--- src/hw/rtl/tepq_pkg.sv ---
package tepq_pkg;

   // action codes on the request word
   localparam logic [1:0] ACT_INSERT = 2'd0;
   localparam logic [1:0] ACT_POP    = 2'd1;
   localparam logic [1:0] ACT_CLEAR  = 2'd2;

   // status codes on the response word
   localparam logic [1:0] ST_OK    = 2'd0;
   localparam logic [1:0] ST_EMPTY = 2'd1;
   localparam logic [1:0] ST_FULL  = 2'd2;

   localparam int TIME_W = 32;
   localparam int OBJ_W  = 16;
   localparam int HND_W  = 8;
   localparam int OCC_W  = 7;

   typedef struct packed {
      logic [TIME_W-1:0] event_time;
      logic [OBJ_W-1:0]  object_tag;
      logic [HND_W-1:0]  handler_tag;
   } entry_type;

   // per-cycle command broadcast to every cell
   typedef struct packed {
      logic ins;
      logic pop;
   } cell_ctl_type;

endpackage

--- src/hw/rtl/tepq_cell.sv ---
module tepq_cell (
   input  logic                       clock,
   input  tepq_pkg::cell_ctl_type     ctl,
   input  logic                       occ,
   input  logic [tepq_pkg::TIME_W-1:0] key,
   input  tepq_pkg::entry_type        new_data,
   input  tepq_pkg::entry_type        left_data,
   input  logic                       left_gt,
   input  tepq_pkg::entry_type        right_data,
   output tepq_pkg::entry_type        data,
   output logic                       gt
);

   tepq_pkg::entry_type data_ff, data_in;

   // empty slots count as later than any key, so the insert point is the
   // first cell that reports gt
   assign gt   = !occ || (data_ff.event_time > key);
   assign data = data_ff;

   always_comb begin
      data_in = data_ff;
      if (ctl.ins && gt) begin
         data_in = left_gt ? left_data : new_data;
      end else if (ctl.pop) begin
         data_in = right_data;
      end
   end

   always_ff @(posedge clock) begin
      data_ff <= data_in;
   end

endmodule

--- config.mk ---
export PLATFORM = sky130hd
export DESIGN_NAME = tepq_cell
export DESIGN_NICKNAME = d
export VERILOG_FILES = /design/src/hw/rtl/tepq_pkg.sv /design/src/hw/rtl/tepq_cell.sv
export SDC_FILE = /design/constraint.sdc
export NUM_CORES = 1
export LEC_CHECK = 0
export BUFFER_PORTS_ARGS = -buffer_cell sky130_fd_sc_hd__buf_2
export CORE_MARGIN = 5
export CORE_UTILIZATION = 24
export DETAILED_ROUTE_END_ITERATION = 8
export GPL_TIMING_DRIVEN = 0
export HOLD_SLACK_MARGIN = 0.08
export PLACE_DENSITY = 0.54
export SETUP_SLACK_MARGIN = 0.2
export SLEW_MARGIN = 10
export SYNTH_ARGS = -nofsm -noshare
export SYNTH_HDL_FRONTEND = slang
export SYNTH_SLANG_ARGS = --single-unit
--- constraint.sdc ---
create_clock -name clock -period 5.4 [get_ports clock]
set_input_delay 1.08 -clock clock [delete_from_list [all_inputs] [get_ports clock]]
set_output_delay 1.08 -clock clock [all_outputs]
set_load 0.01 [all_outputs]
* Yosys cells after proc, flatten, opt, wreduce, memory -nomap -nowiden
Index checks and enable logic that the tools add are counted.
** Word-level totals
- Register bits :: 56
- Output and inout bits :: 57
** Cells by class
- Reduce and logical (&&, ||, !) cells :: 4
- $lt $le $gt $ge :: 1
- Multiplexer cells :: 3
** Operator list (count)
- 56-bit 2-to-1 mux :: 3
- 32-bit > comparator :: 1
- 2-bit nonzero test :: 1
- 1-bit logical AND :: 1
- 1-bit zero test :: 1
- 1-bit logical OR :: 1

* Longest topological paths before layout
Gate-level depths: netlist of run 1.
- Word-level depth :: 4
- Mapped depth :: 11
- Mapped depth without buffers :: 8

* Worst setup path before layout of run 1
OpenSTA, ideal clock, no wires.
- Path type :: in2reg
- Start :: input key[14] in the netlist's numbering
- End :: register data_ff (netlist bit data[0]) (enable)
- Setup slack :: 1.159 ns
- Required time :: 4.755 ns
- Data arrival time :: 3.596 ns
- Library setup time :: 0.645 ns
- Stages on the path :: 10
- Buffers on the path :: 2
- Path through :: inv_1 -> ha_1 -> a21oi_1 -> nand2_1 -> a221o_1 -> o31a_1 -> buf_6 -> buf_6 -> o21ai_0 -> nand2b_1
** On the way
- Cells in the longest elaborated chain, start to end :: 4
** RTL lines
- from (decl) :: line tepq_cell.sv:5 : input logic [tepq_pkg::TIME_W-1:0] key,
- 32-bit > comparator :: line tepq_cell.sv:18 : assign gt = !occ || (data_ff.event_time > key);
- 1-bit logical OR :: line tepq_cell.sv:18
- 1-bit logical AND :: line tepq_cell.sv:23 : if (ctl.ins && gt) begin
- 2-bit nonzero test (no line)
- to (signal assigned) :: line tepq_cell.sv:31 : data_ff <= data_in;
- to (decl) :: line tepq_cell.sv:14 : tepq_pkg::entry_type data_ff, data_in;
No other way between the ends.
A chain may end at the register's enable or synchronous reset.

* Worst setup path after layout of run 1
- Start :: input key[30] in the netlist's numbering
- End :: output gt
** On the way
- Cells in the longest elaborated chain, start to end :: 2
** RTL lines
- 32-bit > comparator :: line tepq_cell.sv:18
- 1-bit logical OR :: line tepq_cell.sv:18
- to (decl) :: line tepq_cell.sv:11 : output logic gt
No other way between the ends.

==> results of run 1 <==
-- metrics by stage --
stage                     setup slack (ns)  hold slack (ns)  cell area (um^2)
after global routing                 0.331             1.18              7260
after detailed placement             0.542             1.39              7120
after CTS                            0.528             1.16              7260
final                                0.566             1.16              7260
after floorplan                       1.16             1.31              5440
after global placement              -0.540             1.48              7100
-- power by group --
group	leakage, nW	switching (mW)	internal, mW
registers	0.564	0.0328	0.572
clock network	0.0655	0.164	0.172
logic	2.75	0.381	0.278
-- cell usage in the layout (no fill, tap or decap) --
cell type,instances
ha_1,32
edfxtp_1,56
buf_4,1
a22oi_1,1
o21ai_0,6
buf_12,1
a221o_1,1
and4_1,1
buf_6,8
o211ai_1,1
o22ai_1,56
nand2b_4,1
a211oi_1,1
a21boi_0,1
a21oi_1,13
nor4_1,2
clkbuf_1,46
a221oi_1,1
mux2i_1,56
clkinv_1,1
o31a_1,1
nand4_1,6
or2_0,1
nor4b_1,55
a21boi_1,1
nor2_1,59
and3_1,1
clkbuf_16,5
nor3_1,38
nor3_2,18
o21a_1,55
buf_2,269
nand3_1,4
nand2_1,64
nor4b_2,1
nor2b_1,1
inv_1,33
a21o_1,1
-- cell families (layout without fill, tap and decap cells) --
family / count (synthesis) / count (layout) / share of synthesized area (%)
simple gates: 252 / 252 / 26.3
compound gates: 139 / 139 / 17.1
buf+inv: 95 / 364 / 7.94
mux: 56 / 56 / 10.3
flops: 56 / 56 / 30.9
fa+ha+maj: 32 / 32 / 7.36
-- final timing paths --
| kind | from | end | slack (ns) | depth (start not counted) |
|---|---|---|---|---|
| min reg2reg | data[55] | data[55] | 1.37 | 5 |
| max | key[30] | gt | 0.57 | 12 |
| max reg2reg | data[54] | data[18] | 1.85 | 10 |
| min | right_data[24] | data[24] | 1.16 | 3 |
-- area by class of cell --
cell class / instances / area, um^2 / area share, %
Sequential cell: 56 / 1680 / 23.2
Clock inverter: 1 / 3.75 / 0.0517
Timing Repair Buffer: 261 / 1320 / 18.2
Tap cell: 285 / 357 / 4.91
Clock buffer: 7 / 133 / 1.83
Inverter: 33 / 124 / 1.71
Multi-Input combinational cell: 479 / 3330 / 45.9
Buffer: 62 / 308 / 4.24
-- critical path, delay by kind of cell --
family          cells  cell delay, ns
buf+inv             5            1.27
simple gates        4            0.80
fa+ha+maj           1            0.30
compound gates      2            0.29
-- layer usage --
layer	global-route usage [%]	up-vias
met5	0	-
met4	3.29	2
met3	3.13	18
met2	26.1	230
met1	21.3	2677
li1	-	2887
==> out/results.txt, run 1 <==
via count: 5814
Leak: 3.38 nW
clk_lat worst skew: 0.31 ns
FP Rows: 55
vias per inst: 4.91
H-tree lvl count: 2
Synth area leaders: edfxtp_1 31%, mux2i_1 10%, nor4b_1 8.9%, o21a_1 7.6%, ha_1 7.4%
synthesis-stage register bit count: 56
Met3 Routed Length: 1460 um
Max-slew headroom: 42.5%
Syn-to-layout area delta: 33.5%
Core Box Area: 22500 um^2
Metal-1 WL: 9420 um
CTS clock-pin slew for the worst setup and hold paths: 0.08 ns
Final Non-Filler Cells: 1184
Avg WL per Cell: 18.0 um
Die Wd: 161 um
fmax: 0.207 GHz
Yosys top cell by area: edfxtp_1
CP Data Required Time: 4.32 ns
sequential share of the synthesized area: 30.9%
die height: 161 um
P per Cell Area: 220 nW/um^2
Post-Syn Area per Cell: 8.63 um^2
status: complete, no violations
IO Pins: 262
syn_nets: 867
DR DRC count: 0
Setup-failing EPs final: 0
die area: 25800 um^2
Setup CP Type: input port to output pin
global-route wire length before repair: 32800 um
remaining antenna violation count: 0
Met2 Routed Length: 10100 um
period utilization: 89.5%
peak supply drop: 112 uV
Final min period: 4.83 ns
Async S/R FF share, synth: 0%
crit end category: output pin
Final Hold Vio Count: 0
CTS resizes: 0
total wire length: 21300 um
drt pass-1 iters: 5
Fillers: 2440
Final Max Tran Viols: 0
Max Root-Sink Buffers: 2
CTS buffer count: 5
Buffers on Ports: 260
Clock Sinks: 56
number of diodes: 0
crit path DAT: 3.75 ns
Root Buffer: clkbuf_16
top cells by count, synth: 64 x nand2_1, 59 x nor2_1, 56 x edfxtp_1, 56 x mux2i_1, 56 x o22ai_1
GRT Total Usage: 15.8%
Top FF cell, synth: edfxtp_1
number of synthesized flops with an enable pin: 56
Initial Util: 24.2%
CP cell instances: buf_2 > inv_1 > ha_1 > nand4_1 > nor3_1 > a22oi_1 > nand2_1 > clkbuf_1 > clkbuf_1 > nor2_1 > o21ai_0 > buf_2
grt total ovfl: 0
Fin Setup TNS: 0 ns
top-area cell type share of the netlist area: 30.9%
CTS tree: done
Max-Cap Viols: 0
clock skew: 0.00815 ns
share of cells above drive strength 1: 33.8%
# hold bufs at CTS: 0
initial DRC count: 298
largest net degree at the start of global routing: 33
crit start category: input port
Worst Hold Class: input port to flip-flop
Setup Buffers After CTS: 0
Max stage delay cell, worst path: clkbuf_1
Final HPWL DP: 16600 um
most common cell in the netlist: nand2_1
fin util: 32.3%
vias in the first global route: 5870
initial antenna violation count: 1
max reg flops: 56
Yosys warnings: 0
largest stage delay on the critical path: 0.54 ns
top sig layer: met5
DP Cell Count: 1176
gate count after technology mapping: 630
post-synthesis cell area: 5440 um^2
RSZ-0062 raised after global routing: false
crit path max fanout: 10
count of cell types in the netlist: 35
Layout Nets: 1135
Placer Congestion: 0.816
Tot Pwr: 1.60 mW
worst slew pin tran: 0.863 ns
Power figures use the tool's default switching activity.
==> run 2, diff against run 1 <==
==> constraint.sdc (replaced) <==
create_clock -name clock -period 4.9 [get_ports clock]
set_input_delay 0.98 -clock clock [delete_from_list [all_inputs] [get_ports clock]]
set_output_delay 0.98 -clock clock [all_outputs]
set_load 0.01 [all_outputs]
==> out/results.txt, run 2 (synthesis results as in run 1) <==
vias in the first global route: 5870
initial DRC count: 285
grt total ovfl: 0
peak supply drop: 123 uV
Final Non-Filler Cells: 1184
CP cell instances: buf_2 > inv_1 > ha_1 > nand4_1 > nor3_1 > a22oi_1 > nand2_1 > clkbuf_2 > clkbuf_1 > nor2_1 > o21ai_0 > buf_2
pre-CTS setup slack: 0.242 ns
total wire length: 21300 um
DR DRC count: 0
Buf+Inv Stages, Crit Path: 5
Max Root-Sink Buffers: 2
Max stage delay cell, worst path: clkbuf_1
Syn-to-layout area delta: 33.6%
sequential share of power: 37.8%
Post-DP Area: 7120 um^2
largest stage delay on the critical path: 0.43 ns
global-route wire length before repair: 32800 um
r2r startpoint: data[54]
fin area: 7270 um^2
worst slew pin tran: 0.829 ns
remaining antenna violation count: 0
fmax: 0.225 GHz
Buffers on Ports: 260
CTS clock-pin slew for the worst setup and hold paths: 0.08 ns
switching pwr: 637 uW
Crit Reg-Reg Endpoint: data[4]
sw frac: 36.1%
Worst R2R Setup Slack: 1.55 ns
die area: 25800 um^2
clk_lat worst skew: 0.31 ns
cell-internal power: 1.13 mW
largest net degree at the start of global routing: 33
IO Pins: 262
CP Data Required Time: 3.92 ns
via count: 5818
Root Buffer: clkbuf_16
fin util: 32.3%
max reg flops: 56
Setup-failing EPs final: 0
Max-Cap Viols: 0
Max-slew headroom: 44.7%
RSZ-0062 raised after global routing: false
hold path start: right_data[24]
commonest non-fill, non-tap cell in the layout: buf_2
Core Box Area: 22500 um^2
clock share of power: 21.0%
Final Hold Vio Count: 0
die height: 161 um
# hold bufs at CTS: 0
initial antenna violation count: 1
Layout Nets: 1135
crit path DAT: 3.46 ns
drt pass-1 iters: 5
Final min period: 4.44 ns
share of cells above drive strength 1: 34.0%
CTS tree: done
cell family with most CP delay: buffers and inverters
vias per inst: 4.91
r2r worst-path depth: 10
Placer Congestion: 0.816
status: complete, no violations
crit end category: output pin
DP Cell Count: 1176
Initial Util: 24.2%
CTS buffer count: 5
GRT Total Usage: 15.8%
FP Rows: 55
P per Cell Area: 243 nW/um^2
Clock Sinks: 56
Setup CP Type: input port to output pin
most frequent cells in the layout: 269 x buf_2, 64 x nand2_1, 59 x nor2_1
Final WS setup: 0.457 ns
Worst Hold Class: input port to flip-flop
clock skew: 0.00953 ns
period utilization: 90.7%
Avg WL per Cell: 18.0 um
Leak: 3.38 nW
critical path depth: 12
Worst Hold Path EP: data[24]
most used cell, CP: buf_2
Setup Buffers After CTS: 0
crit path max fanout: 10
crit start category: input port
H-tree lvl count: 2
number of diodes: 0
WHS Path Cells: 3
Final HPWL DP: 16600 um
Combinational Power Share: 41.2%
CTS resizes: 0
Final Max Tran Viols: 0
Die Wd: 161 um
[run 2: cell counts in the layout (fill, tap and decap cells not counted)]
Identical to the previous run, type by type.
[run 2: how the worst max path moves through the flow]
stage / start / to / slack [ns]
2_1_floorplan: key[14] / data[0] / 0.76
3_3_place_gp: key[30] / data[24] / -0.94
3_5_place_dp: key[30] / gt / 0.24
4_1_cts: key[30] / gt / 0.23
5_1_grt: key[30] / gt / 0.22
6_report: key[30] / gt / 0.46
[run 2: metrics by stage]
step,hold WS (ns),setup TNS [ns],power (mW)
2_1_floorplan,1.26,0,1.10
3_3_place_gp,1.38,-52.29,1.41
3_5_place_dp,1.38,0,1.41
4_1_cts,1.06,0,1.79
5_1_grt,1.08,0,1.88
6_report,1.06,0,1.76
[run 2: per-layer routing]
| layer | track usage, % | wire length (um) | vias up |
|---|---|---|---|
| met1 | 21.3 | 9450 | 2681 |
| met3 | 3.13 | 1440 | 18 |
| met2 | 26.1 | 10100 | 230 |
| li1 | - | - | 2887 |
| met5 | 0 | 13 | - |
| met4 | 3.29 | 281 | 2 |
[run 2: final cells by class]
type	count	area (um^2)
buffer	62	309
clock buffer	7	133
clock inverter	1	3.75
sequential	56	1680
tap	285	357
inverter	33	124
multi-input combinational	479	3340
fill	2440	15200
timing repair buffer	261	1320
[run 2: power groups by stage]
stage          combinational, mW  sequential [mW]  clock (mW)
2_1_floorplan              0.389            0.713           0
3_3_place_gp               0.720            0.685           0
3_5_place_dp               0.731            0.678           0
4_1_cts                    0.733            0.669       0.386
5_1_grt                    0.810            0.675       0.399
6_report                   0.727            0.667       0.370
[run 2: worst min-delay path, delay by kind of cell]
family,cells,cell delay [ns]
buf+inv,1,0.09
compound gates,1,0.08
simple gates,1,0.10
==> run 3, diff against run 2 <==
--- a/config.mk
+++ b/config.mk
@@ -12,8 +12,10 @@
 export GPL_TIMING_DRIVEN = 0
 export HOLD_SLACK_MARGIN = 0.08
 export PLACE_DENSITY = 0.54
+export RECOVER_POWER = 25
 export SETUP_SLACK_MARGIN = 0.2
-export SLEW_MARGIN = 10
+export SLEW_MARGIN = 20
 export SYNTH_ARGS = -nofsm -noshare
 export SYNTH_HDL_FRONTEND = slang
 export SYNTH_SLANG_ARGS = --single-unit
+export TNS_END_PERCENT = 20
==> out/results.txt, run 3 (synthesis results as in run 1) <==
CP Data Required Time: 3.92 ns
die height: 161 um
largest net degree at the start of global routing: 33
Post-DP Area: 7120 um^2
largest stage delay on the critical path: 0.42 ns
CP cell instances: buf_2 > inv_1 > ha_1 > nand4_1 > nor3_1 > a22oi_1 > nand2_1 > clkbuf_2 > clkbuf_1 > nor2_1 > o21ai_0 > buf_2
Max-slew headroom: 44.7%
fin area: 7210 um^2
global-route wire length before repair: 32800 um
remaining antenna violation count: 0
Setup-failing EPs final: 0
die area: 25800 um^2
clock skew: 0.00954 ns
most used cell, CP: buf_2
Buffers on Ports: 260
Layout Nets: 1135
period utilization: 90.6%
Worst Hold Class: input port to flip-flop
Tot Pwr: 1.75 mW
cell family with most CP delay: buffers and inverters
# hold bufs at CTS: 0
crit path DAT: 3.46 ns
CTS buffer count: 5
Fillers: 2465
DP Cell Count: 1176
Clock Sinks: 56
crit start category: input port
Syn-to-layout area delta: 32.7%
Final min period: 4.44 ns
clk_lat worst skew: 0.31 ns
fin util: 32.1%
number of diodes: 0
initial antenna violation count: 1
Leak: 3.26 nW
CTS tree: done
Buf+Inv Stages, Crit Path: 5
worst slew pin tran: 0.829 ns
commonest non-fill, non-tap cell in the layout: buf_2
Avg WL per Cell: 17.9 um
Setup CP Type: input port to output pin
vias in the first global route: 5870
FP Rows: 55
Final Max Tran Viols: 0
CTS clock-pin slew for the worst setup and hold paths: 0.08 ns
Max-Cap Viols: 0
Final Hold Vio Count: 0
max reg flops: 56
crit path max fanout: 10
GRT Total Usage: 15.8%
drt pass-1 iters: 5
Setup Buffers After CTS: 0
Final Non-Filler Cells: 1184
status: complete, no violations
Max stage delay cell, worst path: clkbuf_1
vias per inst: 4.89
grt total ovfl: 0
initial DRC count: 274
via count: 5794
Final HPWL DP: 16600 um
Initial Util: 24.2%
total wire length: 21200 um
Placer Congestion: 0.816
fmax: 0.225 GHz
Max Root-Sink Buffers: 2
share of cells above drive strength 1: 29.4%
peak supply drop: 123 uV
IO Pins: 262
most frequent cells in the layout: 227 x buf_2, 87 x clkbuf_1, 64 x nand2_1
CTS resizes: 0
Root Buffer: clkbuf_16
Core Box Area: 22500 um^2
Die Wd: 161 um
H-tree lvl count: 2
crit end category: output pin
P per Cell Area: 243 nW/um^2
DR DRC count: 0
RSZ-0062 raised after global routing: false
-- run 3: cell count changes in the layout (fill, tap and decap cells not counted) --
| cell | before | now |
|---|---|---|
| buf_2 | 269 | 227 |
| clkbuf_1 | 45 | 87 |
-- run 3: final timing paths --
path,from,to,slack [ns],depth (start not counted)
worst max-delay path,key[30],gt,0.46,12
worst min-delay path,right_data[24],data[24],1.06,3
worst max register to register,data[54],data[4],1.55,10
worst min register to register,data[55],data[55],1.36,5
-- run 3: metrics by stage --
stage,hold WS (ns),setup slack (ns),TNS (ns)
floorplan,1.26,0.759,0
CTS,1.06,0.228,0
finish,1.06,0.463,0
global route,1.08,0.223,0
global placement,1.38,-0.940,-52.29
detailed placement,1.38,0.242,0
-- run 3: routing by layer --
| metal | global-route usage [%] | vias up | share of wire, % |
|---|---|---|---|
| met2 | 26.1 | 231 | 47 |
| li1 | - | 2886 | - |
| met3 | 3.13 | 18 | 6.7 |
| met4 | 3.29 | 2 | 1.3 |
| met5 | 0 | - | 0.061 |
| met1 | 21.3 | 2657 | 45 |
-- run 3: layout make-up --
| class | count | area, um^2 | share of cell area, % |
|---|---|---|---|
| buffer | 62 | 309 | 4.28 |
| clock buffer | 7 | 133 | 1.84 |
| clock inverter | 1 | 3.75 | 0.0520 |
| inverter | 33 | 124 | 1.72 |
| multi-input combinational | 479 | 3340 | 46.3 |
| sequential | 56 | 1680 | 23.3 |
| tap | 285 | 357 | 4.94 |
| timing repair buffer | 261 | 1270 | 17.6 |
-- run 3: power by group --
part	internal, mW	switching, mW	leakage, nW
Clock	0.190	0.181	0.0655
Sequential	0.631	0.0379	0.564
Combinational	0.292	0.421	2.63
-- run 3: tightest hold or removal path: cells and delay by family --
family | cells | cell delay (ns)
compound gates | 1 | 0.08
buf+inv | 1 | 0.09
simple gates | 1 | 0.10
